[config.mk]
export PLATFORM = sky130hd
export DESIGN_NAME = ump_midi2_to_midi1_downscaler
export DESIGN_NICKNAME = d
export VERILOG_FILES = /design/src/hw/rtl/umpds_pkg.sv /design/src/hw/rtl/umpds_expand.sv /design/src/hw/rtl/ump_midi2_to_midi1_downscaler.sv
export SDC_FILE = /design/constraint.sdc
export NUM_CORES = 1
export LEC_CHECK = 0
export ABC_AREA = 1
export BUFFER_PORTS_ARGS = -buffer_cell sky130_fd_sc_hd__buf_2
export CORE_ASPECT_RATIO = 0.5
export CORE_MARGIN = 3
export CORE_UTILIZATION = 56
export CTS_BUF_LIST = sky130_fd_sc_hd__clkbuf_4
export DETAILED_ROUTE_END_ITERATION = 16
export GPL_ROUTABILITY_DRIVEN = 0
export PLACE_DENSITY = 0.77
export SLEW_MARGIN = 20
export SYNTH_ARGS = -nofsm -noshare
export SYNTH_HDL_FRONTEND = slang
export SYNTH_SLANG_ARGS = --single-unit
[constraint.sdc]
create_clock -name clk -period 59.3 [get_ports clk]
set_input_delay 11.86 -clock clk [delete_from_list [all_inputs] [get_ports clk]]
set_output_delay 11.86 -clock clk [all_outputs]
set_load 0.02 [all_outputs]
[src/hw/rtl/umpds_pkg.sv]
// ----------------------------------------------------------------------------
// umpds_pkg
// Types, codes and helpers for the MIDI 2.0 to MIDI 1.0 UMP downscaler.
// ----------------------------------------------------------------------------
package umpds_pkg;

  // message types, first word bits 31:28
  localparam logic [3:0] MT_CV1 = 4'h2;
  localparam logic [3:0] MT_CV2 = 4'h4;

  // channel voice status codes
  localparam logic [3:0] ST_NOTE_OFF   = 4'h8;
  localparam logic [3:0] ST_NOTE_ON    = 4'h9;
  localparam logic [3:0] ST_POLY_PRESS = 4'hA;
  localparam logic [3:0] ST_CTRL       = 4'hB;
  localparam logic [3:0] ST_PROGRAM    = 4'hC;
  localparam logic [3:0] ST_CHAN_PRESS = 4'hD;
  localparam logic [3:0] ST_BEND       = 4'hE;

  // bank select controller numbers
  localparam logic [6:0] CC_BANK_MSB = 7'd0;
  localparam logic [6:0] CC_BANK_LSB = 7'd32;

  localparam logic [2:0] NW_MIN = 3'd1;
  localparam logic [2:0] NW_MAX = 3'd4;

  // results per packet, and the index that walks them
  localparam int SLOTS = 3;
  localparam int IDX_W = 2;
  localparam logic [IDX_W-1:0] IDX_ONE   = 2'd0;
  localparam logic [IDX_W-1:0] IDX_THREE = 2'd2;

  localparam int TS_W = 63;

  typedef struct packed {
    logic [31:0]     in_word0;
    logic [31:0]     in_word1;
    logic [31:0]     in_word2;
    logic [31:0]     in_word3;
    logic [2:0]      in_num_words;
    logic [TS_W-1:0] in_timestamp;
  } in_pkt_t;

  typedef struct packed {
    logic [31:0]     out_word0;
    logic [31:0]     out_word1;
    logic [31:0]     out_word2;
    logic [31:0]     out_word3;
    logic [2:0]      out_num_words;
    logic [TS_W-1:0] out_timestamp;
    logic            last;
  } out_pkt_t;

  // translated packet: one to three results sharing the trailing words
  typedef struct packed {
    logic [SLOTS-1:0][31:0]     word0;
    logic [SLOTS-1:0][TS_W-1:0] ts;
    logic [31:0]                word1;
    logic [31:0]                word2;
    logic [31:0]                word3;
    logic [2:0]                 num_words;
    logic [IDX_W-1:0]           last_idx;
  } xp_t;

  function automatic logic [31:0] midi1_msg(input logic [3:0] group,
                                            input logic [3:0] opcode,
                                            input logic [3:0] chan,
                                            input logic [6:0] d1,
                                            input logic [6:0] d2);
    midi1_msg = {MT_CV1, group, opcode, chan, 1'b0, d1, 1'b0, d2};
  endfunction

endpackage

[src/hw/rtl/umpds_expand.sv]
// ----------------------------------------------------------------------------
// umpds_expand
// Holds one translated packet and issues its results, one per cycle while the
// output register is empty or being read, into the output register.
// ----------------------------------------------------------------------------
module umpds_expand
  import umpds_pkg::*;
(
  input  logic     clk,
  input  logic     rst,
  input  logic     xp_valid,
  output logic     xp_ready,
  input  xp_t      xp,
  output logic     out_valid,
  input  logic     out_ready,
  output out_pkt_t out_data
);

  logic             buf_valid;
  xp_t              buf_xp;
  logic [IDX_W-1:0] idx;
  logic             issue;
  logic             at_last;

  assign issue    = buf_valid && (!out_valid || out_ready);
  assign at_last  = (idx == buf_xp.last_idx);
  assign xp_ready = !buf_valid || (issue && at_last);

  always_ff @(posedge clk) begin
    if (rst) begin
      buf_valid <= 1'b0;
      idx       <= IDX_ONE;
      out_valid <= 1'b0;
    end else begin
      if (xp_ready) begin
        buf_valid <= xp_valid;
        idx       <= IDX_ONE;
      end else if (issue) begin
        idx <= idx + 1'b1;
      end
      if (issue) begin
        out_valid <= 1'b1;
      end else if (out_ready) begin
        out_valid <= 1'b0;
      end
    end
  end

  always_ff @(posedge clk) begin
    if (xp_ready && xp_valid) begin
      buf_xp <= xp;
    end
    if (issue) begin
      out_data.out_word0     <= buf_xp.word0[idx];
      out_data.out_word1     <= buf_xp.word1;
      out_data.out_word2     <= buf_xp.word2;
      out_data.out_word3     <= buf_xp.word3;
      out_data.out_num_words <= buf_xp.num_words;
      out_data.out_timestamp <= buf_xp.ts[idx];
      out_data.last          <= at_last;
    end
  end

endmodule

[src/hw/rtl/ump_midi2_to_midi1_downscaler.sv]
// ----------------------------------------------------------------------------
// ump_midi2_to_midi1_downscaler
// Turns MIDI 2.0 channel voice packets of status 8 to E into MIDI 1.0 channel
// voice packets; every other packet passes through with its length clamped to 1..4.
// ----------------------------------------------------------------------------
// Path: stage 1 register, stage 2 register, expander buffer, output register.
// Throughput: one packet per cycle while the output is not stalled; a program
// change with the bank-valid bit yields three results, issued one per cycle.
// Reset: synchronous; empties every stage, no packet is in flight after it.
module ump_midi2_to_midi1_downscaler
  import umpds_pkg::*;
(
  input  logic     clk,
  input  logic     rst,
  input  logic     in_valid,
  output logic     in_ready,
  input  in_pkt_t  in_data,
  output logic     out_valid,
  input  logic     out_ready,
  output out_pkt_t out_data
);

  logic    s1_valid;
  in_pkt_t s1_pkt;
  logic    s2_valid;
  logic    s2_ready;
  xp_t     s2_xp;
  xp_t     s2_xp_next;
  logic    x_ready;
  logic [2:0] nw_clamped;

  assign s2_ready = !s2_valid || x_ready;
  assign in_ready = !s1_valid || s2_ready;

  always_comb begin
    if (in_data.in_num_words == 3'd0) begin
      nw_clamped = NW_MIN;
    end else if (in_data.in_num_words > NW_MAX) begin
      nw_clamped = NW_MAX;
    end else begin
      nw_clamped = in_data.in_num_words;
    end
  end

  // stage 1: capture the packet, length clamped
  always_ff @(posedge clk) begin
    if (rst) begin
      s1_valid <= 1'b0;
    end else if (in_ready) begin
      s1_valid <= in_valid;
    end
  end

  always_ff @(posedge clk) begin
    if (in_ready && in_valid) begin
      s1_pkt <= '{in_data.in_word0, in_data.in_word1, in_data.in_word2,
                  in_data.in_word3, nw_clamped, in_data.in_timestamp};
    end
  end

  // stage 2: translate
  always_comb begin
    logic [31:0] w0;
    logic [31:0] w1;
    logic [3:0]  group;
    logic [3:0]  status;
    logic [3:0]  chan;
    logic [6:0]  note;
    logic        convert;
    w0      = s1_pkt.in_word0;
    w1      = s1_pkt.in_word1;
    group   = w0[27:24];
    status  = w0[23:20];
    chan    = w0[19:16];
    note    = w0[14:8];
    convert = 1'b1;

    s2_xp_next.word0    = '0;
    s2_xp_next.ts[0]    = s1_pkt.in_timestamp;
    s2_xp_next.ts[1]    = s1_pkt.in_timestamp + TS_W'(1);
    s2_xp_next.ts[2]    = s1_pkt.in_timestamp + TS_W'(2);
    s2_xp_next.last_idx = IDX_ONE;

    unique case (status)
      ST_NOTE_OFF, ST_NOTE_ON, ST_POLY_PRESS, ST_CTRL: begin
        s2_xp_next.word0[0] = midi1_msg(group, status, chan, note, w1[31:25]);
      end
      ST_CHAN_PRESS: begin
        s2_xp_next.word0[0] = midi1_msg(group, ST_CHAN_PRESS, chan, w1[31:25], 7'd0);
      end
      ST_BEND: begin
        s2_xp_next.word0[0] = midi1_msg(group, ST_BEND, chan, w1[24:18], w1[31:25]);
      end
      ST_PROGRAM: begin
        if (w0[0]) begin
          s2_xp_next.word0[0] = midi1_msg(group, ST_CTRL, chan, CC_BANK_MSB, w1[14:8]);
          s2_xp_next.word0[1] = midi1_msg(group, ST_CTRL, chan, CC_BANK_LSB, w1[6:0]);
          s2_xp_next.word0[2] = midi1_msg(group, ST_PROGRAM, chan, w1[30:24], 7'd0);
          s2_xp_next.last_idx = IDX_THREE;
        end else begin
          // program change alone still goes out at the third offset
          s2_xp_next.word0[0] = midi1_msg(group, ST_PROGRAM, chan, w1[30:24], 7'd0);
          s2_xp_next.ts[0]    = s1_pkt.in_timestamp + TS_W'(2);
        end
      end
      default: begin
        convert = 1'b0;
      end
    endcase

    if (convert && (w0[31:28] == MT_CV2)) begin
      s2_xp_next.word1     = '0;
      s2_xp_next.word2     = '0;
      s2_xp_next.word3     = '0;
      s2_xp_next.num_words = NW_MIN;
    end else begin
      s2_xp_next.word0[0]  = w0;
      s2_xp_next.ts[0]     = s1_pkt.in_timestamp;
      s2_xp_next.last_idx  = IDX_ONE;
      s2_xp_next.word1     = w1;
      s2_xp_next.word2     = s1_pkt.in_word2;
      s2_xp_next.word3     = s1_pkt.in_word3;
      s2_xp_next.num_words = s1_pkt.in_num_words;
    end
  end

  always_ff @(posedge clk) begin
    if (rst) begin
      s2_valid <= 1'b0;
    end else if (s2_ready) begin
      s2_valid <= s1_valid;
    end
  end

  always_ff @(posedge clk) begin
    if (s2_ready && s1_valid) begin
      s2_xp <= s2_xp_next;
    end
  end

  // stages 3 and 4: hold the packet and issue its results
  umpds_expand u_expand (
    .clk       (clk),
    .rst       (rst),
    .xp_valid  (s2_valid),
    .xp_ready  (x_ready),
    .xp        (s2_xp),
    .out_valid (out_valid),
    .out_ready (out_ready),
    .out_data  (out_data)
  );

endmodule

==> results.md, run 1 <==
* Run status: completed
* Setup tns final at 0 ns
* Number of warning messages in the yosys log at 0
* Largest fanout of any net on the critical path at 4
* Post-route clock skew at 0.0624 ns
* Portion of the clock cycle consumed by the worst path in the final layout at 0.418
* Design area at 45300 um^2
* Violation count after the first detailed-route iteration at 2064
* Most used standard cell by instance count after synthesis: sky130_fd_sc_hd__edfxtp_1
* Synth Area in XOR/XNOR at 0.0277
* Master cell of the clock root buffer: sky130_fd_sc_hd__clkbuf_4
* Worst Tran Pin Value at 1.09 ns
* GR Layer Usage met3 at 0.0526
* Number of antenna violations at the first check in global routing at 10
* Post-DRT Antenna Nets at 0
* Detail-routed net length per standard cell at 19.8 um
* TritonCTS buffer count at 220
* Final number of hold-violating endpoints at 0
* Fraction of layout instances using a drive strength above 1 at 0.258
* Sequential element share of the synthesized area at 0.826
* Number of nets at the end of the flow at 3274
* Element type at the critical path start: input pin
* Summed instance area of the synthesized netlist at 39200 um^2
* CTS tree: built
* Number of slew-limit violations in the final report at 0
* Max-cap violations at 0
* RSZ-0062 raised after global routing: no
* Post-DR vias/cell at 5.22
* Worst endpoint data arrival time at 12.95 ns
* Maximum level of the CTS H-tree at 4
* Total routing resource utilization after global routing at 0.223
* Number of enable-type register cells in the synthesized netlist at 1075
* Die area at 73400 um^2
* # rows at 67
* Fraction of registers with async set or reset after synthesis at 0
* Global-route wire length before repair at 123 mm
* Synth top area cells: sky130_fd_sc_hd__edfxtp_1, sky130_fd_sc_hd__nand2_1, sky130_fd_sc_hd__nor2_1
* Final setup vio count at 0
* Achievable clock frequency at 40.3 MHz
* Clock buffer depth at 3
* Routed WL at 82.4 mm
* Multiplexer fraction of the synthesized cell area at 0
* Instance area after placement at 42300 um^2
* Global route hottest layer: met2
* Syn_area_per_cell at 15.6 um^2
* Worst min path class: flop to flop
* Predominant post-synthesis flop cell: sky130_fd_sc_hd__edfxtp_1
* Count of different cell masters after synthesis at 39
* Port buffer count at 394
* Met2 Track Usage GR at 0.393
* Compound-cell area share of the yosys netlist at 0.0232
* Layout overhead on the synthesized area at 15.4%
* Synthesized flop and latch total at 1081
* Initial core utilization at 0.575
* Lkg Pwr at 16.9 nW
* Period minus WS final at 24.81 ns
* Clock Pin Slew Worst Setup and Hold Paths at 0.07 ns
* Critical path class: input pin to primary output
* Clock latency of the later-clocked register in the worst-skew pair at 1.02 ns
* Post-CTS Setup Bufs at 0
* Pin count of the biggest net entering global routing at 197
* Clock Sinks at 1081
* Gate Count Post-Synth at 2508
* Core Footprint at 68200 um^2
* Top cell types by occurrence after synthesis: sky130_fd_sc_hd__edfxtp_1, sky130_fd_sc_hd__nand2_1, sky130_fd_sc_hd__nor2_1
* Net count after synthesis at 2710
* Vias in the first global route at 21900
* Largest vdd supply drop at 0.0000171 V
* Total congestion overflow after global routing at 0
* Number of top-level design ports at 395
* Height of the die at 193 um
* Main combinational cell family by area after synthesis: simple AND/OR/NAND/NOR gates
* Cell type with the largest total area after synthesis: sky130_fd_sc_hd__edfxtp_1
* Worst max-slew margin expressed relative to the limit at 0.273
* Dpl hpwl at 52.7 mm
* GRT met1 Usage at 0.260
* CTS-repair resized insts at 0
* Number of search-and-repair iterations in the first detailed-routing pass at 5
* Adder and majority cell fraction of the synthesized area at 0.00128
* Post-Place Cells at 3781
* Nature of the critical path endpoint: primary output
* Fraction of post-synthesis cell area in the top cell type by area at 0.823
* Residual DRC count at 0
* Final standard cell count with taps included and fillers excluded at 4171
* Horizontal die dimension at 380 um
* Endpoint required time on the critical path at 47.44 ns
* Count of hold-fix buffers inserted at cts at 0
* Power per cell area at 33.4 nW/um^2
* Area fraction in and, or, nand and nor cells after synthesis at 0.0926
* Via total after detailed routing at 21800
-- cells by family (layout without fill, tap and decap cells) --
| family | count (synthesis) | in the layout |
|---|---|---|
| DFF | 1081 | 1081 |
| and+or+nand+nor | 870 | 870 |
| buffers and inverters | 298 | 1015 |
| AOI/OAI and AO/OA | 132 | 132 |
| xor gates and xnor gates | 123 | 123 |
| adders and majority gates | 4 | 4 |
| other | 0 | 15 |
-- report_power, final --
| part | internal, mW | total (mW) | switching, mW |
|---|---|---|---|
| Combinational | 0.0168 | 0.0590 | 0.0422 |
| Sequential | 0.879 | 0.892 | 0.0131 |
| Clock | 0.297 | 0.562 | 0.265 |
-- per-stage QoR --
stage | util | hold slack (ns) | setup slack (ns) | power [mW]
floorplan | - | 0.400 | 20.94 | 0.951
global placement | 0.620 | 0.400 | 34.54 | 0.965
detailed placement | 0.620 | 0.405 | 34.52 | 0.969
CTS | 0.663 | 0.373 | 34.50 | 1.53
global route | 0.664 | 0.384 | 34.41 | 1.58
finish | 0.664 | 0.391 | 34.49 | 1.51
-- per-layer routing --
| layer | routed length [um] | vias to the layer above |
|---|---|---|
| met4 | 3690 | 2 |
| met5 | 13 | - |
| met1 | 30000 | 10500 |
| met3 | 6190 | 235 |
| li1 | - | 10100 |
| met2 | 42600 | 938 |
-- layout by cell type, fill, tap and decap left out, types with 7 or more instances in the layout --
master / Yosys / routed
sky130_fd_sc_hd__a21oi_1: 8 / 7
sky130_fd_sc_hd__a22o_1: 23 / 23
sky130_fd_sc_hd__a22oi_1: 43 / 43
sky130_fd_sc_hd__buf_2: 9 / 394
sky130_fd_sc_hd__buf_4: 1 / 14
sky130_fd_sc_hd__bufinv_16: 0 / 8
sky130_fd_sc_hd__clkbuf_4: 0 / 347
sky130_fd_sc_hd__clkinv_1: 3 / 17
sky130_fd_sc_hd__diode_2: 0 / 15
sky130_fd_sc_hd__edfxtp_1: 1075 / 1075
sky130_fd_sc_hd__inv_1: 222 / 220
sky130_fd_sc_hd__inv_2: 4 / 7
sky130_fd_sc_hd__nand2_1: 448 / 448
sky130_fd_sc_hd__nand2_2: 8 / 8
sky130_fd_sc_hd__nand3_1: 68 / 68
sky130_fd_sc_hd__nand4_1: 16 / 16
sky130_fd_sc_hd__nor2_1: 270 / 266
sky130_fd_sc_hd__nor2_2: 19 / 19
sky130_fd_sc_hd__nor2_4: 12 / 16
sky130_fd_sc_hd__nor3_1: 10 / 10
sky130_fd_sc_hd__o21ai_0: 32 / 32
sky130_fd_sc_hd__o221ai_1: 10 / 10
sky130_fd_sc_hd__o22ai_1: 7 / 7
sky130_fd_sc_hd__xnor2_1: 9 / 9
sky130_fd_sc_hd__xor2_1: 113 / 113
-- area by class of cell --
type	count	area, um^2
Sequential cell	1081	32400
Fill cell	4664	22900
Multi-Input combinational cell	1129	5720
Clock buffer	347	2610
Timing Repair Buffer	411	2130
Tap cell	931	1160
Inverter	229	875
Clock inverter	28	325
Antenna cell	15	37.5
-- flip-flops by register name (all words and copies together) (netlist names) --
register	flops
s2_xp	343
s1_pkt	194
u_expand.buf_valid	1
u_expand.idx	2
s2_valid	1
u_expand.out_valid	1
u_expand.out_data	195
u_expand.buf_xp	343
s1_valid	1
-- worst max-delay path, cell delays in order --
cell                      delay [ns]
sky130_fd_sc_hd__buf_2          0.10
sky130_fd_sc_hd__inv_1          0.11
sky130_fd_sc_hd__a21oi_4        0.08
sky130_fd_sc_hd__a21oi_1        0.40
sky130_fd_sc_hd__nand3_1        0.19
sky130_fd_sc_hd__buf_2          0.21
-- path summary, 6_finish.rpt --
check / start / depth (start not counted) / slack (ns) / end
setup / recovery: out_ready / 6 / 34.49 / in_ready
hold / removal: s2_xp[317] / 0 / 0.39 / u_expand.buf_xp[317]
setup reg to reg: u_expand.idx[1] / 10 / 54.82 / s2_xp[49]
hold reg to reg: s2_xp[317] / 0 / 0.39 / u_expand.buf_xp[317]
Note: power is estimated with default switching activity, not from simulation.
==> run 2: changes to the inputs <==
Settings changed: ABC_AREA 1 to 0.
Clock period 59.3 ns to 23.5 ns, I/O delays scaled along.
==> results.md, run 2 <==
* Most used standard cell by instance count after synthesis: sky130_fd_sc_hd__edfxtp_1 (unchanged)
* Worst setup path start: out_ready (unchanged)
* Most frequent cells in the layout: sky130_fd_sc_hd__edfxtp_1, sky130_fd_sc_hd__buf_2, sky130_fd_sc_hd__clkbuf_4 (was sky130_fd_sc_hd__edfxtp_1, sky130_fd_sc_hd__nand2_1, sky130_fd_sc_hd__buf_2)
* Cell type with the largest total area after synthesis: sky130_fd_sc_hd__edfxtp_1 (unchanged)
* Synth top area cells: sky130_fd_sc_hd__edfxtp_1, sky130_fd_sc_hd__xor2_1, sky130_fd_sc_hd__mux2i_1 (was sky130_fd_sc_hd__edfxtp_1, sky130_fd_sc_hd__nand2_1, sky130_fd_sc_hd__nor2_1)
* Global-route wire length before repair at 120 mm (was 123 mm)
* Count of hold-fix buffers inserted at cts at 0 (unchanged)
* Summed instance area of the synthesized netlist at 39400 um^2 (was 39200 um^2)
* Final number of hold-violating endpoints at 0 (unchanged)
* Horizontal die dimension at 381 um (was 380 um)
* Fraction of layout instances using a drive strength above 1 at 0.281 (was 0.258)
* Endpoint required time on the critical path at 18.80 ns (was 47.44 ns)
* Final setup vio count at 0 (unchanged)
* Number of top-level design ports at 395 (unchanged)
* Worst endpoint data arrival time at 6.01 ns (was 12.95 ns)
* Largest registers in the final layout: s2_xp (343), u_expand.buf_xp (343), u_expand.out_data (195) (unchanged)
* Worst Tran Pin Value at 1.06 ns (was 1.09 ns)
* Routed WL at 78.8 mm (was 82.4 mm)
* Number of slew-limit violations in the final report at 0 (unchanged)
* Element type at the critical path start: input pin (unchanged)
* Count of different cell masters after synthesis at 46 (was 39)
* Hold depth at 0 (unchanged)
* Detail-routed net length per standard cell at 20.6 um (was 19.8 um)
* Core Footprint at 69300 um^2 (was 68200 um^2)
* Sequential element share of the synthesized area at 0.823 (was 0.826)
* Nature of the critical path endpoint: primary output (unchanged)
* Power per cell area at 82.1 nW/um^2 (was 33.4 nW/um^2)
* Total power draw at 3.69 mW (was 1.51 mW)
* Setup tns final at 0 ns (unchanged)
* Initial core utilization at 0.568 (was 0.575)
* Vias in the first global route at 21100 (was 21900)
* Syn_area_per_cell at 17.9 um^2 (was 15.6 um^2)
* End of the critical path: in_ready (unchanged)
* # rows at 68 (was 67)
* Largest fanout of any net on the critical path at 5 (was 4)
* Critical path class: input pin to primary output (unchanged)
* Post-CTS Setup Bufs at 0 (unchanged)
* Source of the worst register-to-register timing path: u_expand.idx[1] (unchanged)
* Die area at 73700 um^2 (was 73400 um^2)
* RSZ-0062 raised after global routing: no (unchanged)
* Number of nets at the end of the flow at 2926 (was 3274)
* Via total after detailed routing at 20200 (was 21800)
* Achievable clock frequency at 93.3 MHz
* Clock Pin Slew Worst Setup and Hold Paths at 0.07 ns (about the same)
* Predominant post-synthesis flop cell: sky130_fd_sc_hd__edfxtp_1 (unchanged)
* Layout overhead on the synthesized area at 14.2% (was 15.4%)
* Fraction of post-synthesis cell area in the top cell type by area at 0.820 (was 0.823)
* Dpl hpwl at 48.9 mm (was 52.7 mm)
* Number of antenna violations at the first check in global routing at 4 (was 10)
* Cells on worst reg2reg path at 7 (was 10)
* Number of enable-type register cells in the synthesized netlist at 1075 (unchanged)
* Post-DRT Antenna Nets at 0 (unchanged)
* Clock latency of the later-clocked register in the worst-skew pair at 1.02 ns (about the same)
* Portion of the clock cycle consumed by the worst path in the final layout at 0.456
* Net count after synthesis at 2406 (was 2710)
* Period minus WS final at 10.71 ns
* Largest vdd supply drop at 0.0000508 V (was 0.0000171 V)
* Total routing resource utilization after global routing at 0.215 (was 0.223)
* Gate Count Post-Synth at 2204 (was 2508)
* Worst max-slew margin expressed relative to the limit at 0.291 (was 0.273)
* Worst min path class: flop to flop (unchanged)
* Most common cell after layout, fill and taps aside: sky130_fd_sc_hd__edfxtp_1 (unchanged)
* Height of the die at 193 um (about the same)
* Clock Sinks at 1081 (unchanged)
* Max-cap violations at 0 (unchanged)
* Number of search-and-repair iterations in the first detailed-routing pass at 5 (unchanged)
* Lkg Pwr at 15.5 nW (was 16.9 nW)
* Post-route clock skew at 0.0510 ns (was 0.0624 ns)
* Port buffer count at 394 (unchanged)
* Crit Reg-Reg Endpoint: u_expand.buf_xp[320] (was s2_xp[49])
* Setup slack on the worst flop-to-flop path at 19.23 ns (was 54.82 ns)
* TritonCTS buffer count at 224 (was 220)
* CTS-repair resized insts at 0 (unchanged)
* Top cell types by occurrence after synthesis: sky130_fd_sc_hd__edfxtp_1, sky130_fd_sc_hd__nand2_1, sky130_fd_sc_hd__and2_1 (was sky130_fd_sc_hd__edfxtp_1, sky130_fd_sc_hd__nand2_1, sky130_fd_sc_hd__nor2_1)
* Run status: completed (unchanged)
* Clock buffer depth at 3 (unchanged)
* Total congestion overflow after global routing at 0 (unchanged)
* Synthesized flop and latch total at 1081 (unchanged)
* Design area at 45000 um^2 (was 45300 um^2)
* Master cell of the clock root buffer: sky130_fd_sc_hd__clkbuf_4 (unchanged)
* Instance area after placement at 42200 um^2 (was 42300 um^2)
* Violation count after the first detailed-route iteration at 1854 (was 2064)
* Number of warning messages in the yosys log at 0 (unchanged)
* Maximum level of the CTS H-tree at 4 (unchanged)
* Pin count of the biggest net entering global routing at 173 (was 197)
* Post-DR vias/cell at 5.27 (was 5.22)
* CTS tree: built (unchanged)
* Fraction of registers with async set or reset after synthesis at 0 (unchanged)
* Residual DRC count at 0 (unchanged)
==> run 2: cell count changes after synthesis, moves of 56 or more <==
cell                      change
sky130_fd_sc_hd__nand2_1    -303
sky130_fd_sc_hd__nor2_1     -148
sky130_fd_sc_hd__xnor2_1     +56
sky130_fd_sc_hd__mux2i_1     +87
sky130_fd_sc_hd__and2_1     +128
sky130_fd_sc_hd__inv_1      -207
==> run 2: final cells by class <==
type	instances	area [um^2]
Inverter	15	56.3
Antenna cell	7	17.5
Clock inverter	36	226
Multi-Input combinational cell	988	6380
Clock buffer	335	2510
Timing Repair Buffer	414	2170
Tap cell	945	1180
Fill cell	4863	24300
Sequential cell	1081	32400
==> run 2: layer usage <==
layer,GRT usage,up-vias,part of all wire
met5,0,-,0.00018
met4,0.0858,2,0.029
met2,0.371,751,0.52
met1,0.263,9903,0.39
li1,-,9349,-
met3,0.0521,150,0.063
==> run 2: how the worst min path moves through the flow <==
stage / start / to / slack, ns
after floorplan: s2_xp[100] / u_expand.buf_xp[100] / 0.40
after global placement: s2_xp[21] / u_expand.buf_xp[21] / 0.40
after detailed placement: s2_xp[110] / u_expand.buf_xp[110] / 0.40
after CTS: s2_xp[316] / u_expand.buf_xp[316] / 0.39
after global routing: s2_xp[132] / u_expand.buf_xp[132] / 0.41
final: s2_xp[247] / u_expand.buf_xp[247] / 0.37
==> run 2: kinds of logic (layout without fill, tap and decap cells) <==
logic type | after synthesis | count (layout) | share of synthesized area
DFF | 1081 | 1081 | 0.823
and+or+nand+nor | 595 | 595 | 0.0799
xor gates and xnor gates | 185 | 185 | 0.0412
buffers and inverters | 135 | 800 | 0.0161
AOI/OAI and AO/OA | 117 | 117 | 0.0162
muxes | 87 | 87 | 0.0221
adders and majority gates | 4 | 4 | 0.00127
other | 0 | 7 | 0
==> run 2: report_power, final <==
| part | internal [mW] | leakage [nW] | switching [mW] | total, mW |
|---|---|---|---|---|
| Combinational | 0.0384 | 3.73 | 0.0743 | 0.113 |
| Sequential | 2.20 | 10.1 | 0.0358 | 2.24 |
| Clock | 0.675 | 1.65 | 0.667 | 1.34 |
| Total | 2.91 | 15.5 | 0.777 | 3.69 |
==> run 2: through the flow <==
stage          setup slack (ns)  cells  hold WS, ns  utilization
5_1_grt                   12.72   3819        0.413        0.649
6_report                  12.79   3821        0.374        0.649
4_1_cts                   12.80   3814        0.393        0.649
3_3_place_gp              12.84   3443        0.400        0.609
3_5_place_dp              12.80   3443        0.405        0.609
2_1_floorplan              1.33   2204        0.400            -
==> run 2: worst max-delay path, cell delays in order <==
cell and delay [ns]:
sky130_fd_sc_hd__buf_2 0.09, sky130_fd_sc_hd__nand2b_1 0.18, sky130_fd_sc_hd__a21oi_1 0.66, sky130_fd_sc_hd__nand3_1 0.18, sky130_fd_sc_hd__buf_2 0.20
